$ cat src/hw/rtl/plti_pkg.sv
// Shared types and constants for the piecewise-linear table interpolation unit.
// No dependencies; imported by every module of the block.
`timescale 1ns / 1ps

package plti_pkg;

  localparam int unsigned MAX_POINTS = 64;
  localparam int unsigned IDX_W      = $clog2(MAX_POINTS);
  localparam int unsigned CNT_W      = $clog2(MAX_POINTS + 1);
  localparam int unsigned DATA_W     = 32;
  localparam int unsigned DIV_STEPS  = 2 * DATA_W;
  localparam int unsigned STEP_W     = $clog2(DIV_STEPS);

  typedef enum logic {
    MODE_LOAD  = 1'b0,
    MODE_QUERY = 1'b1
  } mode_e;

  typedef enum logic [1:0] {
    STAT_OK         = 2'd0,
    STAT_EMPTY      = 2'd1,
    STAT_NO_IVAL    = 2'd2,
    STAT_ZERO_WIDTH = 2'd3
  } status_e;

  typedef struct packed {
    logic                     mode;
    logic [5:0]               point_index;
    logic [31:0]              time_value;
    logic signed [31:0]       point_amplitude;
  } req_t;

  typedef struct packed {
    logic signed [31:0]       amplitude;
    logic [1:0]               status;
  } rsp_t;

  typedef struct packed {
    logic [DATA_W-1:0]        bp_time;
    logic [DATA_W-1:0]        bp_amp;
  } entry_t;

  typedef struct packed {
    logic [DATA_W-1:0]        mag;
    logic [DATA_W-1:0]        dt;
    logic [DATA_W-1:0]        width;
  } scale_req_t;

  typedef enum logic [2:0] {
    S_IDLE,
    S_FIRST,
    S_CLAMP,
    S_SCAN,
    S_DIV
  } ctrl_state_e;

  typedef enum logic [1:0] {
    SC_IDLE,
    SC_MUL,
    SC_DIV,
    SC_DONE
  } scale_state_e;

endpackage

$ cat src/hw/rtl/plti_scale.sv
// Scaling unit: registered 32x32 multiply, then a restoring 64/32 divide, one bit a cycle.
// Depends on plti_pkg.
`timescale 1ns / 1ps

module plti_scale import plti_pkg::*; (
  input  logic              clk_i,
  input  logic              rst_ni,
  input  logic              start_i,
  input  scale_req_t        req_i,
  output logic              done_o,
  output logic [DATA_W-1:0] quot_o
);

  scale_state_e              state_q, state_d;
  logic [DATA_W-1:0]         mag_q, dt_q, width_q;
  logic [2*DATA_W-1:0]       quo_q, quo_d;
  logic [DATA_W-1:0]         rem_q, rem_d;
  logic [STEP_W-1:0]         step_q, step_d;
  logic [DATA_W:0]           rem_sh;
  logic                      ge;

  assign rem_sh = {rem_q, quo_q[2*DATA_W-1]};
  assign ge     = rem_sh >= {1'b0, width_q};

  always_comb begin
    state_d = state_q;
    quo_d   = quo_q;
    rem_d   = rem_q;
    step_d  = step_q;
    unique case (state_q)
      SC_IDLE: begin
        if (start_i) begin
          state_d = SC_MUL;
        end
      end
      SC_MUL: begin
        quo_d   = (2*DATA_W)'(mag_q) * (2*DATA_W)'(dt_q);
        rem_d   = '0;
        step_d  = '0;
        state_d = SC_DIV;
      end
      SC_DIV: begin
        rem_d  = ge ? DATA_W'(rem_sh - {1'b0, width_q}) : rem_sh[DATA_W-1:0];
        quo_d  = {quo_q[2*DATA_W-2:0], ge};
        step_d = step_q + 1'b1;
        if (step_q == STEP_W'(DIV_STEPS - 1)) begin
          state_d = SC_DONE;
        end
      end
      SC_DONE: begin
        state_d = SC_IDLE;
      end
      default: state_d = SC_IDLE;
    endcase
  end

  always_ff @(posedge clk_i or negedge rst_ni) begin
    if (!rst_ni) begin
      state_q <= SC_IDLE;
      step_q  <= '0;
    end else begin
      state_q <= state_d;
      step_q  <= step_d;
    end
  end

  always_ff @(posedge clk_i) begin
    if (state_q == SC_IDLE && start_i) begin
      mag_q   <= req_i.mag;
      dt_q    <= req_i.dt;
      width_q <= req_i.width;
    end
    quo_q <= quo_d;
    rem_q <= rem_d;
  end

  assign done_o = state_q == SC_DONE;
  assign quot_o = quo_q[DATA_W-1:0];

endmodule

$ cat config.mk
export PLATFORM = sky130hd
export DESIGN_NAME = plti_scale
export DESIGN_NICKNAME = d
export VERILOG_FILES = /design/src/hw/rtl/plti_pkg.sv /design/src/hw/rtl/plti_scale.sv
export SDC_FILE = /design/constraint.sdc
export NUM_CORES = 2
export LEC_CHECK = 0
export BUFFER_PORTS_ARGS = -buffer_cell sky130_fd_sc_hd__buf_2
export CORE_MARGIN = 3
export CORE_UTILIZATION = 40
export CTS_BUF_LIST = sky130_fd_sc_hd__clkbuf_8
export CTS_CLUSTER_SIZE = 20
export DETAILED_ROUTE_END_ITERATION = 16
export PLACE_DENSITY = 0.61
export SYNTH_ARGS = -nofsm -noshare
export SYNTH_HDL_FRONTEND = slang
export SYNTH_SLANG_ARGS = --single-unit
$ cat constraint.sdc
create_clock -name clk_i -period 7.3 [get_ports clk_i]
set_clock_uncertainty 0.15 [all_clocks]
set_input_delay 1.095 -clock clk_i [delete_from_list [all_inputs] [get_ports clk_i]]
set_output_delay 1.095 -clock clk_i [all_outputs]
set_load 0.005 [all_outputs]
==> run_results.csv <==
group,metric,value,unit
status,status,"complete, but fails checks",
status,violations,"setup timing",
floorplan,ios,132,
layout,seq_area,0.00597,mm2
critical_path,critPathLaunchType,"flop",
floorplan,die_w,332,um
detailed_routing,drt_wl_total,110000,um
timing,rsz0062_at_grt,"true",
place,dp_cells,6082,
floorplan,fp.dieArea,0.110,mm2
synthesis,async_reset_ff_share,4.00,%
floorplan,die_h,332,um
power_and_ir_drop,ir_drop,0.100,mV
clock_network,clk_pin_slew,0.15,ns
synthesis,synth_seq_cells,200,
detailed_routing,ant_nets,0,
synthesis,synth_area,0.0424,mm2
critical_path,critPathKind,"flop to flop",
synthesis,netlist_instances,4431,
clock_network,htree_levels,4,
synthesis,yosys_warnings,0,
layout,final_common_cell,"inv_1",
power_and_ir_drop,p_per_area,43.4,mW/mm2
critical_path,r2r-start,"dt_q[8]$_DFFE_PP_",
timing,fmax,129,MHz
critical_path,worstPathRequired,7.52,ns
clock_network,cts_tree,"built",
critical_path,arrival,7.95,ns
layout,stdcell_area,0.0492,mm2
synthesis,synthFlopType,"edfxtp_1",
power_and_ir_drop,leakagePower,24.0,nW
layout,layout.cells.non_filler,6151,
layout,fin_nets,6050,
clock_network,clockBufferDepth,2,
grt,grt_usage,20.7,%
grt,grt_first_pass_wirelength,181000,um
grt,grt_overflow,0,
clock_network,cts-root-buf,"clkbuf_8",
timing,min_period_over_period,106,%
timing,finalSetupTns,-7.19,ns
clock_network,cts_made_buffers,17,
run,cap_violations,0,
detailed_routing,first_iter_violations,1574,
layout,fillers,9862,
detailed_routing,wl_per_cell,17.9,um
synthesis,synth_area_leader_cell,"fa_1",
timing,min_period,7.73,ns
place,preCtsSetupSlack,-0.645,ns
grt,grt_pass1_vias,33242,
floorplan,initial_utilization,40.7,%
min_path,hold_path.class,"input port to async pin",
detailed_routing,vias,30468,
timing,slew_violations,0,
layout,drive_above_1_share,16.2,%
timing,hold_viol,0,
floorplan,core-area,0.104,mm2
clock_network,insertion_delay,0.65,ns
layout,multi_input_area,0.0328,mm2
critical_path,end_kind,"flop",
timing,fin_ws,-0.432,ns
place,place.detailed.hpwl,91700,um
detailed_routing,first_pass_iters,5,
timing,worst_pin_slew,1.02,ns
floorplan,rows,118,
place,dpl-instance-area,0.0475,mm2
detailed_routing,avgViaCountPerCell,4.95,
synthesis,ys_top_cells_by_area,"fa_1 (42%), edfxtp_1 (14%), and2_1 (8.9%)",
timing,hold_ws,0.133,ns
synthesis,ys_types,67,
synthesis,syn_nets,5727,
layout,final_cell_mix,"inv_1 (893), fa_1 (874), and2_1 (583), nand2_1 (582), buf_4 (357)",
grt,grt_max_degree,86,
synthesis,synth_edf_count,192,
synthesis,synth_top_area_share,42.3,%
timing,max_slew_margin,31.9,%
critical_path,timing.rr.end,"quo_q[63]$_DFFE_PP_",
critical_path,crit_fanout,6,
critical_path,r2r_setup_slack,-0.43,ns
clock_network,cts_sinks,200,
timing,finalSetupViolCount,34,
detailed_routing,drc,0,
synthesis,synth.avg_cell_area,9.58,um2
layout,area_growth,15.9,%
place,place.gp.congestion,0.898,
synthesis,ys_seq_area_share,14.1,%
place,io_buffers,131,
clock_network,postCtsHoldBufs,0,
grt,antenna_found_initial,7,
critical_path,rr_worst_depth,22,
==> metal layers <==
layer	share of wire [%]	global-route usage [%]	vias to the layer above
li1	-	-	13989
met5	0.025	0	-
met3	3.5	2.34	110
met2	51	36.0	514
met4	2.1	5.22	4
met1	43	27.5	15851
==> worst max-delay path, stage by stage (launching register included) <==
cell and delay, ns:
edfxtp_1 0.49, buf_6 0.17, clkbuf_16 0.16, and2_4 0.16, fa_1 0.46, fa_1 0.56, inv_2 0.04, fa_2 0.56
fa_1 0.44, fa_1 0.57, inv_2 0.05, fa_2 0.56, fa_1 0.44, fa_1 0.47, ha_1 0.32, buf_4 0.15
a21oi_1 0.10, o21ai_2 0.18, a31oi_4 0.06, o41a_1 0.52, o21a_1 0.28, o311ai_1 0.21, or3b_1 0.37
==> kinds of logic (layout without fill, tap and decap cells) <==
family                   after synthesis  after routing  share of synthesized area (%)
adder cells (fa/ha/maj)             1197           1197                           51.2
flip-flops                           200            200                           14.1
other                                  0              4                              0
buffers and inverters               1168           1504                           10.6
AO/OA/AOI/OAI                        396            396                           5.85
AND/OR/NAND/NOR                     1377           1377                           16.3
multiplexers                          16             16                          0.395
XOR/XNOR                              77             77                           1.59
==> what timing repair did <==
item | 4_1_cts | 5_1_grt
gates cloned | 2 | 2
setup buffers | 23 | 9
endpoints found under the setup margin | 39 | 45
pin swaps | 57 | 58
resized for setup | 120 | 84
==> metrics by stage <==
step	power, mW	util [%]
after floorplan	1.27	-
after global placement	1.31	45.5
after detailed placement	1.31	45.5
after CTS	2.18	46.7
after global routing	2.22	47.1
final	2.13	47.1
==> power by group <==
part           switching [mW]  internal [mW]  total, mW
combinational          0.0153         0.0184     0.0337
clock                   0.586          0.268      0.855
sequential                  0           1.25       1.25
==> registers in the layout, summed over array words and instances, names as in the netlist <==
signal   cells
width_q     32
rem_q       32
dt_q        32
step_q       6
quo_q       64
state_q      2
mag_q       32
==> worst max path at each step <==
stage,start,endpoint,depth (start not counted)
after CTS,dt_q[2]$_DFFE_PP_,quo_q[58]$_DFFE_PP_,24
after floorplan,dt_q[5]$_DFFE_PP_,quo_q[58]$_DFFE_PP_,24
final,dt_q[8]$_DFFE_PP_,quo_q[63]$_DFFE_PP_,22
after detailed placement,mag_q[24]$_DFFE_PP_,quo_q[56]$_DFFE_PP_,23
after global routing,dt_q[8]$_DFFE_PP_,quo_q[58]$_DFFE_PP_,24
after global placement,mag_q[24]$_DFFE_PP_,quo_q[60]$_DFFE_PP_,23
==> final cells by class <==
cell class / instances / area share [%]
inverters: 902 / 6.88
multi-input cells: 3063 / 66.8
well taps: 1380 / 3.51
diodes: 4 / 0.0203
clock buffers: 17 / 0.476
clock inverters: 15 / 0.394
flip-flops and latches: 200 / 12.1
repair buffers: 570 / 9.83
==> cells in the mapped netlist, types with 3 or more instances <==
master    count
nor2_1       70
a221o_1       4
a41oi_1       4
o31ai_1       9
a21o_1       53
nand2b_1     12
a31o_2        3
xor2_1       29
nand2_1     584
ha_1        300
a31oi_1       6
o21bai_1     17
clkbuf_1    232
dfrtp_1       8
fa_1        897
nor3_1       14
a221oi_1      6
nor2b_1      11
buf_4        32
or3_1        10
a21boi_0      7
mux2_2        6
o21a_1       10
xnor2_1      48
o22ai_1       5
a211oi_1     11
a21oi_1     121
nor4_1        4
edfxtp_1    192
mux2i_1      10
o211ai_1      3
o21ai_0     108
and3_1        9
and2_1      601
a311oi_1      4
inv_1       902
nand4_1      17
nand3_1      32
nor3b_1       3
No activity file was read; power rests on OpenSTA's default activity.
